<file path="src/bpmc_pkg.sv">
// Package for the battery power mode controller.
// Holds window and level constants, mode and op codes and datapath widths.
// No dependencies.
`timescale 1ns / 1ps

package bpmc_pkg;

  localparam int WIN_LEN       = 25;
  localparam int MAX_PROCS     = 64;
  localparam int PERF_MARGIN   = 15;
  localparam int CRIT_MARGIN   = 5;
  localparam int CHARGE_STEP   = 3;
  localparam int FULL_LEVEL    = 100;
  localparam int DRAIN_MAX     = 63;
  localparam int TL_MAX        = 4095;

  localparam int LVL_W  = 7;
  localparam int DRN_W  = 6;
  localparam int WIN_W  = $clog2(WIN_LEN);
  localparam int DVD_W  = $clog2(FULL_LEVEL * WIN_LEN + 1);
  localparam int DSR_W  = DRN_W;
  localparam int TL_W   = 13;
  localparam int CNT_W  = 16;
  localparam int CHG_W  = 32;

  localparam int CFG_IDX_W = 1;
  localparam int CFG_DAT_W = 7;

  localparam logic [CFG_IDX_W-1:0] REG_SAVER_THR = 1'd0;
  localparam logic [CFG_IDX_W-1:0] REG_CRIT_THR  = 1'd1;

  localparam logic [1:0] OP_TICK = 2'd0;
  localparam logic [1:0] OP_SET  = 2'd1;
  localparam logic [1:0] OP_EVAL = 2'd2;

  typedef enum logic [1:0] {
    MODE_PERF  = 2'd0,
    MODE_SAVER = 2'd1,
    MODE_CRIT  = 2'd2
  } mode_t;

  typedef struct packed {
    logic             done;
    logic [DVD_W-1:0] quotient;
  } div_stat_t;

endpackage

</file>
<file path="src/bpmc_div.sv">
// Serial restoring divider, one quotient bit per cycle.
// Dividend DVD_W bits, divisor DSR_W bits; depends on bpmc_pkg.
`timescale 1ns / 1ps

module bpmc_div (
  input  logic                      clk,
  input  logic                      rst_n,
  input  logic                      start,
  input  logic [bpmc_pkg::DVD_W-1:0] dividend,
  input  logic [bpmc_pkg::DSR_W-1:0] divisor,
  output bpmc_pkg::div_stat_t       stat
);
  import bpmc_pkg::*;

  localparam int STEP_W = $clog2(DVD_W + 1);

  logic [DSR_W-1:0]  rem_r, rem_nxt;
  logic [DVD_W-1:0]  quo_r, quo_nxt;
  logic [DSR_W-1:0]  dsr_r;
  logic [STEP_W-1:0] step_r, step_nxt;
  logic              busy_r, busy_nxt;
  logic              done_r, done_nxt;
  logic [DSR_W:0]    trial;
  logic              ge;

  always_comb begin
    trial    = {rem_r, quo_r[DVD_W-1]};
    ge       = trial >= {1'b0, dsr_r};
    rem_nxt  = rem_r;
    quo_nxt  = quo_r;
    step_nxt = step_r;
    busy_nxt = busy_r;
    done_nxt = 1'b0;
    if (start) begin
      rem_nxt  = '0;
      quo_nxt  = dividend;
      step_nxt = STEP_W'(DVD_W);
      busy_nxt = 1'b1;
    end else if (busy_r) begin
      rem_nxt  = ge ? DSR_W'(trial - {1'b0, dsr_r}) : trial[DSR_W-1:0];
      quo_nxt  = {quo_r[DVD_W-2:0], ge};
      step_nxt = step_r - STEP_W'(1);
      if (step_r == STEP_W'(1)) begin
        busy_nxt = 1'b0;
        done_nxt = 1'b1;
      end
    end
  end

  always_ff @(posedge clk) begin
    if (!rst_n) begin
      busy_r <= 1'b0;
      done_r <= 1'b0;
      step_r <= '0;
    end else begin
      busy_r <= busy_nxt;
      done_r <= done_nxt;
      step_r <= step_nxt;
    end
    rem_r <= rem_nxt;
    quo_r <= quo_nxt;
    if (start) begin
      dsr_r <= divisor;
    end
  end

  assign stat.done     = done_r;
  assign stat.quotient = quo_r;

endmodule

</file>
<file path="src/battery_power_mode_controller_unit.sv">
// Top level of the battery power mode controller.
// Sequencer, level and mode state, counters; uses bpmc_pkg and bpmc_div.
//
// channel  | direction | handshake            | payload
// in_      | slave     | in_tvalid/in_tready  | in_tuser op, in_tdata item fields
// out_     | master    | out_tvalid/out_tready| out_tdata result fields
// cfg_     | slave     | cfg_valid/cfg_ready  | cfg_index, cfg_data
//
// Each item passes through S_IDLE (accept), S_UPDATE (update state, start
// the divider), S_DIV (DVD_W divider steps, then wait for its done flag) and
// S_OUT (load the output register). in_tready is high only while idle; a
// result waiting in the output register does not block acceptance of the next
// item, but holds that item in its output step until the result is taken.
// rst_n is synchronous, active low; cfg_ready is always high.
`timescale 1ns / 1ps

module battery_power_mode_controller_unit (
  input  logic                           clk,
  input  logic                           rst_n,
  input  logic                           in_tvalid,
  output logic                           in_tready,
  // [1:0] op
  input  logic [1:0]                     in_tuser,
  // [6:0] runnable_count, [13:7] new_level, [14] charger_on, [15] zero
  input  logic [15:0]                    in_tdata,
  output logic                           out_tvalid,
  input  logic                           out_tready,
  // [0] status, [7:1] level_now, [9:8] mode_now, [10] mode_flip,
  // [11] exhausted, [12] exhausted_first, [18:13] drain_now,
  // [31:19] ticks_left, [63:32] charge_time, [79:64] saver_count,
  // [95:80] performance_count, [111:96] critical_count
  output logic [111:0]                   out_tdata,
  input  logic                           cfg_valid,
  output logic                           cfg_ready,
  input  logic [bpmc_pkg::CFG_IDX_W-1:0] cfg_index,
  input  logic [bpmc_pkg::CFG_DAT_W-1:0] cfg_data
);
  import bpmc_pkg::*;

  typedef enum logic [3:0] {
    S_IDLE   = 4'b0001,
    S_UPDATE = 4'b0010,
    S_DIV    = 4'b0100,
    S_OUT    = 4'b1000
  } state_t;

  state_t state_r, state_nxt;

  logic [6:0]       sthr_r;
  logic [5:0]       cthr_r;

  logic [1:0]       op_r;
  logic [6:0]       run_r;
  logic [LVL_W-1:0] nl_r;
  logic             chg_on_r;

  logic [LVL_W-1:0] level_r, level_nxt;
  mode_t            mode_r, mode_nxt;
  logic [WIN_W-1:0] win_r, win_nxt;
  logic [DRN_W-1:0] drain_r, drain_nxt;
  logic [CHG_W-1:0] charge_r, charge_nxt;
  logic [CNT_W-1:0] saver_r, saver_nxt;
  logic [CNT_W-1:0] perf_r, perf_nxt;
  logic [CNT_W-1:0] crit_r, crit_nxt;
  logic             exh_seen_r, exh_seen_nxt;

  logic             status_r, status_nxt;
  logic             changed_r, changed_nxt;
  logic             exh_r, exh_nxt;
  logic             exh_first_r, exh_first_nxt;

  logic             out_valid_r;
  logic [111:0]     out_data_r;

  logic [6:0]       rc;
  logic [6:0]       d7;
  logic [7:0]       lvl8;
  logic [CHG_W-1:0] charge_base;
  logic [LVL_W-1:0] eval_lvl;
  logic             do_eval;
  mode_t            mode_eval;
  logic [TL_W-1:0]  ticks_left;

  div_stat_t        div_stat;
  logic             div_start;
  logic [DVD_W-1:0] div_dividend;

  function automatic mode_t eval_mode(input logic [LVL_W-1:0] lvl, input mode_t cur,
                                      input logic [6:0] sthr, input logic [5:0] cthr);
    logic [7:0] crit_up;
    logic [7:0] save_up;
    mode_t      m;
    crit_up = {2'b00, cthr} + 8'(CRIT_MARGIN);
    save_up = {1'b0, sthr} + 8'(PERF_MARGIN);
    m       = cur;
    if (lvl <= {1'b0, cthr}) begin
      m = MODE_CRIT;
    end else if (cur == MODE_CRIT) begin
      if ({1'b0, lvl} >= crit_up) begin
        m = MODE_SAVER;
      end
    end else if (lvl <= sthr) begin
      m = MODE_SAVER;
    end else if ({1'b0, lvl} >= save_up) begin
      m = MODE_PERF;
    end
    return m;
  endfunction

  assign in_tready  = (state_r == S_IDLE);
  assign cfg_ready  = 1'b1;
  assign out_tvalid = out_valid_r;
  assign out_tdata  = out_data_r;

  always_comb begin
    level_nxt     = level_r;
    win_nxt       = win_r;
    drain_nxt     = drain_r;
    saver_nxt     = saver_r;
    perf_nxt      = perf_r;
    crit_nxt      = crit_r;
    exh_seen_nxt  = exh_seen_r;
    status_nxt    = 1'b0;
    changed_nxt   = 1'b0;
    exh_nxt       = 1'b0;
    exh_first_nxt = 1'b0;
    do_eval       = 1'b0;
    rc            = (32'(run_r) > MAX_PROCS) ? 7'(MAX_PROCS) : run_r;
    d7            = 7'd1 + {1'b0, rc[6:1]};
    lvl8          = {1'b0, level_r} + 8'(CHARGE_STEP);
    charge_base   = chg_on_r ? charge_r : '0;
    charge_nxt    = charge_base;

    case (mode_r)
      MODE_CRIT:  d7 = 7'd1;
      MODE_SAVER: d7 = 7'((8'(d7) + 8'd1) >> 1);
      default:    d7 = d7;
    endcase
    if (32'(d7) > DRAIN_MAX) begin
      d7 = 7'(DRAIN_MAX);
    end

    case (op_r)
      OP_TICK: begin
        if (win_r == WIN_W'(WIN_LEN - 1)) begin
          win_nxt   = '0;
          drain_nxt = d7[DRN_W-1:0];
          if (chg_on_r) begin
            if (charge_base > CHG_W'(32'hFFFF_FFFF - WIN_LEN)) begin
              charge_nxt = '1;
            end else begin
              charge_nxt = charge_base + CHG_W'(WIN_LEN);
            end
            level_nxt = (32'(lvl8) > FULL_LEVEL) ? LVL_W'(FULL_LEVEL) : lvl8[LVL_W-1:0];
          end else begin
            level_nxt = (level_r > {1'b0, d7[DRN_W-1:0]}) ?
                        level_r - {1'b0, d7[DRN_W-1:0]} : '0;
          end
          do_eval = 1'b1;
        end else begin
          win_nxt = win_r + WIN_W'(1);
        end
      end
      OP_SET: begin
        if (32'(nl_r) > FULL_LEVEL) begin
          status_nxt = 1'b1;
        end else begin
          level_nxt = nl_r;
          do_eval   = 1'b1;
        end
      end
      OP_EVAL: begin
        do_eval = 1'b1;
      end
      default: begin
        do_eval = 1'b0;
      end
    endcase

    eval_lvl  = level_nxt;
    mode_eval = eval_mode(eval_lvl, mode_r, sthr_r, cthr_r);
    mode_nxt  = do_eval ? mode_eval : mode_r;
    if (do_eval && (mode_eval != mode_r)) begin
      changed_nxt = 1'b1;
      case (mode_eval)
        MODE_SAVER: saver_nxt = saver_r + CNT_W'(1);
        MODE_PERF:  perf_nxt  = perf_r + CNT_W'(1);
        default:    crit_nxt  = crit_r + CNT_W'(1);
      endcase
    end

    if (op_r == OP_TICK && win_r == WIN_W'(WIN_LEN - 1)) begin
      if (level_nxt == '0 && !chg_on_r) begin
        exh_nxt = 1'b1;
        if (!exh_seen_r) begin
          exh_seen_nxt  = 1'b1;
          exh_first_nxt = 1'b1;
        end
      end else begin
        exh_seen_nxt = 1'b0;
      end
    end
  end

  assign div_start    = (state_r == S_UPDATE);
  assign div_dividend = DVD_W'(32'(level_nxt) * WIN_LEN);

  bpmc_div u_div (
    .clk      (clk),
    .rst_n    (rst_n),
    .start    (div_start),
    .dividend (div_dividend),
    .divisor  (drain_nxt),
    .stat     (div_stat)
  );

  always_comb begin
    if (chg_on_r) begin
      ticks_left = '1;
    end else if (32'(div_stat.quotient) > TL_MAX) begin
      ticks_left = TL_W'(TL_MAX);
    end else begin
      ticks_left = TL_W'(div_stat.quotient);
    end
  end

  always_comb begin
    state_nxt = state_r;
    case (state_r)
      S_IDLE:   if (in_tvalid) state_nxt = S_UPDATE;
      S_UPDATE: state_nxt = S_DIV;
      S_DIV:    if (div_stat.done) state_nxt = S_OUT;
      S_OUT:    if (!out_valid_r || out_tready) state_nxt = S_IDLE;
      default:  state_nxt = S_IDLE;
    endcase
  end

  always_ff @(posedge clk) begin
    if (!rst_n) begin
      state_r     <= S_IDLE;
      out_valid_r <= 1'b0;
      sthr_r      <= 7'd25;
      cthr_r      <= 6'd10;
      level_r     <= LVL_W'(FULL_LEVEL);
      mode_r      <= MODE_PERF;
      win_r       <= '0;
      drain_r     <= DRN_W'(1);
      charge_r    <= '0;
      saver_r     <= '0;
      perf_r      <= CNT_W'(1);
      crit_r      <= '0;
      exh_seen_r  <= 1'b0;
    end else begin
      state_r <= state_nxt;
      if (cfg_valid) begin
        case (cfg_index)
          REG_SAVER_THR: sthr_r <= cfg_data;
          REG_CRIT_THR:  cthr_r <= cfg_data[5:0];
          default:       sthr_r <= sthr_r;
        endcase
      end
      if (state_r == S_UPDATE) begin
        level_r    <= level_nxt;
        mode_r     <= mode_nxt;
        win_r      <= win_nxt;
        drain_r    <= drain_nxt;
        charge_r   <= charge_nxt;
        saver_r    <= saver_nxt;
        perf_r     <= perf_nxt;
        crit_r     <= crit_nxt;
        exh_seen_r <= exh_seen_nxt;
      end
      if (state_r == S_OUT && (!out_valid_r || out_tready)) begin
        out_valid_r <= 1'b1;
      end else if (out_tready) begin
        out_valid_r <= 1'b0;
      end
    end

    if (state_r == S_IDLE && in_tvalid) begin
      op_r     <= in_tuser;
      run_r    <= in_tdata[6:0];
      nl_r     <= in_tdata[13:7];
      chg_on_r <= in_tdata[14];
    end
    if (state_r == S_UPDATE) begin
      status_r    <= status_nxt;
      changed_r   <= changed_nxt;
      exh_r       <= exh_nxt;
      exh_first_r <= exh_first_nxt;
    end
    if (state_r == S_OUT && (!out_valid_r || out_tready)) begin
      out_data_r <= {crit_r, perf_r, saver_r, charge_r, ticks_left, drain_r,
                     exh_first_r, exh_r, changed_r, mode_r, level_r, status_r};
    end
  end

endmodule
</file>
<file path="config.mk">
export PLATFORM = sky130hd
export DESIGN_NAME = battery_power_mode_controller_unit
export DESIGN_NICKNAME = d
export VERILOG_FILES = /design/src/bpmc_pkg.sv /design/src/bpmc_div.sv /design/src/battery_power_mode_controller_unit.sv
export SDC_FILE = /design/constraint.sdc
export NUM_CORES = 1
export LEC_CHECK = 0
export BUFFER_PORTS_ARGS = -buffer_cell sky130_fd_sc_hd__buf_2
export CORE_MARGIN = 1.5
export CORE_UTILIZATION = 39
export CTS_BUF_LIST = sky130_fd_sc_hd__clkbuf_8
export CTS_CLUSTER_SIZE = 10
export DETAILED_ROUTE_END_ITERATION = 6
export GPL_TIMING_DRIVEN = 0
export PLACE_DENSITY = 0.61
export SYNTH_ARGS = -nofsm -noshare
export SYNTH_HDL_FRONTEND = slang
export SYNTH_HIERARCHICAL = 1
export SYNTH_SLANG_ARGS = --single-unit
</file>
<file path="constraint.sdc">
create_clock -name clk -period 6.3 [get_ports clk]
set_input_delay 0.315 -clock clk [delete_from_list [all_inputs] [get_ports clk]]
set_output_delay 0.315 -clock clk [all_outputs]
set_load 0.01 [all_outputs]
</file>
==> flow_summary.json <==
{
  "clk_path_buf_depth": 3,
  "synth_edf_count": 150,
  "max_slew_margin_pct": 16.4,
  "ant_nets": 0,
  "cts_made_buffers": 47,
  "rsz0062_at_grt": "true",
  "dieWidth_microns": 196,
  "cts.clk_slew.worst_paths_ns": 0.06,
  "drt-initial-drc-count": 845,
  "grt_pass1_wl_mm": 63.5,
  "post-dp-hpwl_mm": 29.0,
  "violations": "design-rule violations",
  "hold_class": "input pin to flip-flop",
  "fin_nets": 1826,
  "fin_area_sq_um": 18100,
  "drt_first_pass_iters": 7,
  "period_share_pct": 99.5,
  "placed_area_sq_um": 16000,
  "dp.cells": 2054,
  "crit_top_cell": "ha_4",
  "die_area_sq_um": 38500,
  "drive_gt1_share_pct": 22.9,
  "tightestPinTransition_ns": 1.25,
  "power.internal_mw": 3.07,
  "critPathTopFamily": "compound AO/OA/AOI/OAI gates",
  "seq_power_share_pct": 46.9,
  "criticalPathCategory": "flip-flop to flip-flop",
  "pwr-share-clk_pct": 35.6,
  "switching_power_mw": 1.18,
  "grtUsageTotal_pct": 20.8,
  "start_util_pct": 39.7,
  "critPathCaptureType": "flip-flop",
  "netlist_area_sq_um": 14600,
  "viasPerCell": 5.55,
  "maxCapViolCount": 0,
  "core_sq_um": 36700,
  "htreeDepth": 2,
  "port_buffers": 140,
  "multi_input_area_sq_um": 7560,
  "root_buffer": "clkbuf_8",
  "antenna_found_initial": 0,
  "yosysWarnings": 6,
  "tritoncts": "built",
  "grt_max_degree": 36,
  "cp_slowest_stage_delay_ns": 0.52,
  "seq_area_sq_um": 7130,
  "routedWlPerCell_microns": 18.9,
  "worst_setup_path_start_kind": "flip-flop",
  "powerDensity_nw_per_um2": 234,
  "crit_arrival_ns": 6.60,
  "clock-sinks": 281,
  "finClkSkew_ns": 0.0237,
  "grt_overflow": 0,
  "p_sw_share_pct": 27.7,
  "fin_cells": 2217,
  "pin_count": 146,
  "ys.flop_type": "edfxtp_1",
  "leakage_nw": 6.60,
  "ys_seq_area_share_pct": 48.9,
  "die_h_microns": 196,
  "synth-seq-cells": 281,
  "syn_avg_cell_area_sq_um": 10.1,
  "fillers": 3393,
  "vias": 12300,
  "hold_viol": 0,
  "grt_pass1_vias": 11800,
  "setup_tns_ns": 0,
  "gp_congestion": 0.938,
  "max_freq_mhz": 160,
  "rows": 70,
  "critPathRequiredTime_ns": 6.63,
  "setup-violations-final": 0,
  "synth_nets": 1559,
  "critPathSlowestCell": "fa_1",
  "period_needed_ns": 6.27,
  "power_frac_comb_pct": 17.4,
  "clk_latency_ns": 0.58,
  "holdWs_ns": 0.0568,
  "wl_mm": 41.9,
  "ir_worst_vdd_mv": 0.120,
  "drc_errors": 2,
  "synth_cells": 1442,
  "run_status": "complete, but fails checks",
  "slew_viol_final": 0,
  "layout_commonest_cell": "edfxtp_1",
  "synth.distinct_cells": 90,
  "synth-async-reset-ratio_pct": 0,
  "critical_path.max_fanout": 4,
  "path_buf_inv": 2,
  "layout_common_cells": "edfxtp_1 (150), nand2_1 (144), buf_2 (142)",
  "syn2layout_area_growth_pct": 24.5
}
[worst reg2reg max path: stages (launching register included)]
cell,delay [ns]
edfxtp_1,0.45
buf_8,0.17
nor2b_4,0.16
ha_4,0.17
nand3b_1,0.16
a2111oi_4,0.43
nand3_1,0.16
a21oi_2,0.20
inv_2,0.08
ha_4,0.28
o211ai_1,0.14
nor3_2,0.23
a221oi_4,0.13
a21o_4,0.23
a211oi_4,0.26
or2_4,0.17
a21boi_4,0.34
ha_4,0.27
ha_4,0.23
fa_1,0.52
ha_4,0.22
a21oi_2,0.15
o21bai_1,0.11
a21oi_2,0.18
o21bai_1,0.08
a21oi_1,0.15
xnor2_1,0.10
mux2_2,0.26
[path summary, 6_finish.rpt]
path              from  slack, ns         endpoint  depth (start not counted)
max reg2reg   run_r[6]       0.03  u_div/quo_r[11]                         27
min          in_tvalid       0.06       state_r[1]                          3
min reg2reg   status_r       0.44     out_tdata[0]                          0
max           run_r[6]       0.03  u_div/quo_r[11]                         27
[registers in the layout (all words and copies together) (netlist names), 7 cells and up]
register and cells:
crit_r 16, charge_r 32, sthr_r 7, u_div/quo_r 12, perf_r 16, level_r 7, out_tdata 112, nl_r 7
saver_r 16
[metal layers]
metal / vias to the layer above / wire (microns) / GRT usage (%)
li1: 5874 / - / -
met1: 5887 / 18400 / 27.8
met2: 442 / 19200 / 33.0
met3: 108 / 2610 / 3.49
met4: 0 / 1680 / 9.89
met5: - / 0 / 0
[timing repair]
action / 4_1_cts / 5_1_grt
cloned: 0 / 3
gates resized for setup: 45 / 72
endpoints found under the hold margin: 29 / 0
endpoints found under the setup margin: 58 / 44
hold buffers: 23 / 0
buffers inserted: 18 / 32
pin swaps: 9 / 39
[per-stage QoR]
step / utilization (%) / setup WS (ns) / total power [mW]
floorplan: - / 0.0126 / 2.47
global placement: 43.3 / -1.25 / 2.61
detailed placement: 43.5 / -1.31 / 2.63
CTS: 47.5 / 0.0172 / 4.20
global route: 49.4 / -0.161 / 4.46
finish: 49.4 / 0.0307 / 4.25
[final cells by class]
| cell class | count | share of cell area [%] |
|---|---|---|
| timing repair buffer | 219 | 7.87 |
| clock inverter | 35 | 0.827 |
| multi-input combinational | 1029 | 41.7 |
| clock buffer | 53 | 4.02 |
| buffer | 64 | 1.66 |
| antenna | 1 | 0.0138 |
| inverter | 67 | 1.42 |
| sequential | 281 | 39.3 |
| tap | 468 | 3.23 |
[power by group through the flow]
stage | Sequential (mW) | Combinational, mW | Clock [mW]
2_1_floorplan | 2.02 | 0.455 | 0
3_3_place_gp | 2.03 | 0.577 | 0
3_5_place_dp | 2.03 | 0.595 | 0
4_1_cts | 1.99 | 0.645 | 1.56
5_1_grt | 2.00 | 0.821 | 1.64
6_report | 1.99 | 0.741 | 1.52
[Yosys cell counts (6+ instances only)]
master,n,area (sq um)
a21o_1,20,150
edfxtp_1,150,4500
nand2_1,144,541
a211oi_1,25,188
nand4_1,27,169
a31oi_1,23,144
o31ai_1,8,60.1
nor3b_1,7,52.6
o221a_2,11,124
and3_1,17,106
a21oi_1,109,546
o21ai_0,61,305
o41ai_1,6,52.6
ha_1,83,1040
xor2_1,12,105
xnor2_1,26,228
nand3_1,52,260
nor3_1,20,100
inv_1,66,248
nor2_1,86,323
clkbuf_1,52,195
mux2_2,13,146
dfxtp_1,131,2620
nor2b_1,13,81.3
nand2b_1,54,338
o21a_1,13,97.6
o211ai_1,11,82.6
o311ai_1,6,52.6
mux2i_1,40,400
and2_1,10,62.6
or2_2,17,106
[logic make-up (layout without fill, tap and decap cells)]
family                   count (synthesis)  count (layout)  share of synthesized area, %
multiplexers                            53              53                          3.75
AO/OA/AOI/OAI                          369             370                          17.3
XOR/XNOR                                38              38                          2.28
flip-flops                             281             281                          48.9
buffers and inverters                  133             438                          3.64
adder cells (fa/ha/maj)                 87              87                          7.60
AND/OR/NAND/NOR                        480             480                          16.5
other                                    1               2                        0.0257
(Power assumes the default switching activity.)
